**config.mk**
```make
export PLATFORM = sky130hd
export DESIGN_NAME = bn_arith
export DESIGN_NICKNAME = d
export VERILOG_FILES = /design/src/sv/bn_pkg.sv /design/src/sv/bn_arith.sv
export SDC_FILE = /design/constraint.sdc
export NUM_CORES = 2
export LEC_CHECK = 0
export BUFFER_PORTS_ARGS = -buffer_cell sky130_fd_sc_hd__buf_2
export CAP_MARGIN = 20
export CORE_ASPECT_RATIO = 1.1
export CORE_MARGIN = 10
export CORE_UTILIZATION = 37
export DETAILED_ROUTE_END_ITERATION = 6
export GPL_TIMING_DRIVEN = 0
export PLACE_DENSITY = 0.56
export RECOVER_POWER = 50
export SYNTH_ARGS = -nofsm -noshare
export SYNTH_HDL_FRONTEND = slang
export SYNTH_SLANG_ARGS = --single-unit
```
**constraint.sdc**
```tcl
create_clock -name clk -period 8.7 [get_ports clk]
set_clock_uncertainty 0.2 [all_clocks]
set_input_delay 1.305 -clock clk [delete_from_list [all_inputs] [get_ports clk]]
set_output_delay 1.305 -clock clk [all_outputs]
set_load 0.02 [all_outputs]
```
**src/sv/bn_pkg.sv**
```systemverilog
// ----------------------------------------------------------------------------
// bn_pkg
// Shared constants and types for the batch normalization block.
// ----------------------------------------------------------------------------
`default_nettype none
package bn_pkg;
	localparam int CHANNELS    = 1024;
	localparam int CH_W        = $clog2(CHANNELS);
	localparam int RSQRT_STEPS = 16;
	localparam int S_W         = 25;
	localparam int ACC_W       = 41;

	localparam logic [15:0] EPS_RESET = 16'd66;

	typedef enum logic {
		FUNC_LOAD = 1'b0,
		FUNC_NORM = 1'b1
	} func_t;

	typedef struct packed {
		func_t              func;
		logic [CH_W-1:0]    ch;
		logic signed [15:0] sample;
		logic signed [15:0] mean;
		logic signed [15:0] gamma;
		logic signed [15:0] beta;
	} item_t;
endpackage
`default_nettype wire

```
**src/sv/bn_arith.sv**
```systemverilog
// ----------------------------------------------------------------------------
// bn_arith
// Three-stage normalize: (x-mean)*inv, *gamma+beta, round and saturate.
// ----------------------------------------------------------------------------
`default_nettype none
module bn_arith
	import bn_pkg::*;
(
	input  wire logic               clk,
	input  wire logic               arst_n,
	input  wire logic               adv,
	input  wire logic               in_valid,
	input  wire logic [CH_W-1:0]    in_ch,
	input  wire logic signed [15:0] in_sample,
	input  wire logic signed [15:0] in_mean,
	input  wire logic [15:0]        in_inv,
	input  wire logic signed [15:0] in_gamma,
	input  wire logic signed [15:0] in_beta,
	output logic                    out_valid,
	output logic signed [15:0]      out_value,
	output logic [CH_W-1:0]         out_ch,
	output logic                    out_sat
);
	logic               v_s1, v_s2;
	logic [CH_W-1:0]    ch_s1, ch_s2;
	logic signed [33:0] p_s1;
	logic signed [15:0] gamma_s1, beta_s1;
	logic signed [50:0] t_s2;
	logic signed [16:0] d;
	logic signed [50:0] u;
	logic signed [30:0] val;

	assign d   = 17'(in_sample) - 17'(in_mean);
	assign u   = t_s2 + 51'sd524288;
	assign val = u[50:20];

	always_ff @(posedge clk or negedge arst_n) begin
		if (!arst_n) begin
			v_s1      <= 1'b0;
			v_s2      <= 1'b0;
			out_valid <= 1'b0;
		end else if (adv) begin
			v_s1      <= in_valid;
			v_s2      <= v_s1;
			out_valid <= v_s2;
		end
	end

	always_ff @(posedge clk) begin
		if (adv) begin
			p_s1     <= 34'(d) * $signed({18'd0, in_inv});
			gamma_s1 <= in_gamma;
			beta_s1  <= in_beta;
			ch_s1    <= in_ch;
			t_s2     <= 51'(p_s1) * 51'(gamma_s1) + {{15{beta_s1[15]}}, beta_s1, 20'd0};
			ch_s2    <= ch_s1;
			out_ch   <= ch_s2;
			if (val > 31'sd32767) begin
				out_value <= 16'sh7FFF;
				out_sat   <= 1'b1;
			end else if (val < -31'sd32768) begin
				out_value <= 16'sh8000;
				out_sat   <= 1'b1;
			end else begin
				out_value <= val[15:0];
				out_sat   <= 1'b0;
			end
		end
	end
endmodule
`default_nettype wire

```
==> impl_metrics.yaml <==
sta:
  worst_slack_ns: -0.000333
  tns_ns: -0.000333
  timing.fmax_mhz: 115
  slew_headroom_pct: -225
  hold_viol_final: 0
  slew_violations: 151
  rsz0062_at_grt: "true"
  worstMarginPinSlew_ns: 4.87
  finalSetupViolations: 1
  period_share_pct: 100
  fin_crit_ns: 8.70
  finalHoldWorstSlack_ns: 0.221
setup_path:
  cp_common_cell: "fa_1"
  start_kind: "input pin"
  regToRegStartpoint: "gamma_s1[5]"
  end_kind: "flip-flop"
  max_stage_delay_ns: 0.63
  crit_fanout: 4
  cp-startpoint: "in_mean[1]"
  crit_type: "in2reg"
  cp_data_arrival_time_ns: 8.75
  cp_slowest_cell: "fa_1"
  cp.required_ns: 8.75
yosys:
  avgSynthCellArea_um2: 9.55
  yosysSeqAreaShare_pct: 12.4
  ys_async_sr_fraction_pct: 2.03
  synth_top_area_cell: "fa_1"
  synth.area.top_cells: "fa_1, edfxtp_1, inv_1"
  ys_types: 81
  synth-warning-count: 0
  synthFlopType: "edfxtp_1"
  synth_edf_count: 145
  syn_area_mm2: 0.0356
  synthesis.nets: 4838
  synth_top_area_share_pct: 45.5
  netlist_instances: 3732
  synth-seq-cells: 148
clock_tree:
  htree_num_levels: 4
  cts_buffer_depth: 2
  numCtsBuffers: 17
  numClockSinks: 148
  clk_latency_ns: 0.49
  cts.clk_slew.worst_paths_ns: 0.08
  cts_tree: "built"
  cts-root-buf: "clkbuf_16"
placement:
  dp_slack_ns: -1.57
  dp_hpwl_mm: 80.3
  place.port_buffers: 121
  routabilityCongestion: 0.920
cells_and_area:
  multi_input_area_mm2: 0.0276
  syn2layout_area_growth_pct: 10.1
  fillers: 9467
  fin_nets: 5007
  layout-drive-gt1-share_pct: 8.10
  seq_area_mm2: 0.00443
grt:
  overflow: 0
  grt_start_max_net_pins: 92
  grt.total_usage_pct: 18.2
  antenna_found_initial: 4
  grt_pass1_vias: 27500
  grt_pass1_wl_mm: 155
route:
  viasPerCell: 4.84
  antenna_left: 0
  drt_iter0_drc: 1437
  dr.pass1.iters: 5
  drc: 0
  drt-total-wl_mm: 95.5
  wl_per_cell_um: 18.4
  vias: 25100
floorplanning:
  initial_utilization_pct: 37.2
  die_h_um: 346
  num_rows: 119
  dieArea_mm2: 0.109
  die_w_um: 316
  ios: 122
  core-area_mm2: 0.0957
hold_path:
  hold_path_class: "reg2reg"
  hp-start: "ch_s1[8]"
run_status:
  status: "finished, violations left"
  failed_checks: "max-capacitance violations, max-slew violations, negative setup slack"
job:
  cap_violations: 2
==> worst max-delay path: cells and delay by family <==
kind | cells | cell delay, ns
xor gates and xnor gates | 1 | 0.13
adders and majority gates | 8 | 3.54
AOI/OAI and AO/OA | 14 | 2.41
buffers and inverters | 7 | 0.50
and+or+nand+nor | 4 | 0.87
==> layout make-up <==
type,instances,area share [%]
diodes,2,0.0128
clock buffers,17,1.08
plain buffers,159,1.74
flip-flops and latches,148,11.3
multi-input cells,2505,70.4
well taps,1270,4.05
clock inverters,15,0.456
repair buffers,153,2.18
inverters,917,8.78
==> stage by stage <==
step,util (%),std cells,cell area [um2]
floorplan,-,3732,35700
global placement,39.6,5123,37900
detailed placement,39.6,5124,37900
CTS,40.7,5168,39000
global route,41.0,5184,39200
finish,41.0,5186,39300
==> path summary, 6_finish.rpt <==
kind | slack, ns | cells after the start | to
max in group asynchronous | 7.74 | 1 | out_valid
worst max register to register | 0.77 | 24 | t_s2[48]
worst min register to register | 0.22 | 0 | ch_s2[8]
min in group asynchronous | 0.40 | 1 | v_s1
worst min-delay path | 0.22 | 0 | ch_s2[8]
worst max-delay path | -0.0003 | 34 | p_s1[32]
==> layer usage <==
layer	global-route usage, %	part of all wire (%)	vias up
met1	24.0	43	12800
met5	0	0.012	-
met3	2.99	6.2	131
met4	6.64	3.2	2
met2	29.7	47	731
li1	-	-	11500
==> cells in the final DEF, fill, tap and decap left out, types with 10 or more instances in the layout <==
cell type / Yosys / layout
inv_1: 915 / 907
fa_1: 810 / 802
nand2_1: 475 / 474
and2_1: 276 / 276
ha_1: 202 / 190
clkbuf_1: 150 / 149
edfxtp_1: 145 / 145
buf_2: 10 / 112
nor2_1: 80 / 76
nand3_1: 76 / 73
xnor2_1: 75 / 71
a21oi_1: 80 / 71
nand2b_1: 58 / 58
a21o_1: 41 / 41
nor2b_1: 38 / 35
buf_4: 1 / 35
and3_1: 34 / 31
o21ai_0: 31 / 25
xor2_1: 25 / 24
nand4_1: 19 / 19
clkbuf_16: 0 / 17
nor3_1: 16 / 14
a31oi_1: 15 / 13
a211oi_1: 13 / 11
ha_4: 0 / 11
o21a_1: 10 / 10
==> registers in the layout, indices dropped and copies added (netlist names) <==
signal and flops:
t_s2 32, out_value 16, p_s1 34, gamma_s1 16
beta_s1 16, v_s2 1, out_sat 1, ch_s1 10
v_s1 1, ch_s2 10, out_valid 1, out_ch 10
==> synth_stat cells (13+ instances only) <==
library cell / count
inv_1: 915
fa_1: 810
nand2_1: 475
and2_1: 276
ha_1: 202
clkbuf_1: 150
edfxtp_1: 145
a21oi_1: 80
nor2_1: 80
nand3_1: 76
xnor2_1: 75
nand2b_1: 58
a21o_1: 41
nor2b_1: 38
and3_1: 34
o21ai_0: 31
xor2_1: 25
nand4_1: 19
nor3_1: 16
a31oi_1: 15
a211oi_1: 13
==> logic make-up after synthesis <==
kind of cell,count (synthesis),synth area share (%)
AND/OR/NAND/NOR,1108,15.5
buffers and inverters,1079,11.4
adder cells (fa/ha/maj),1016,52.7
AO/OA/AOI/OAI,278,5.40
flip-flops,148,12.4
XOR/XNOR,100,2.46
multiplexers,3,0.0948
==> what timing repair did <==
item,CTS,global route
pin swaps,38,51
buffers inserted,14,17
endpoints found under the setup margin,17,11
resized for setup,70,55
hold buffers,0,0
Power is not shown: default switching activity piles up to over one toggle a cycle in this logic, so the estimate is an artifact.
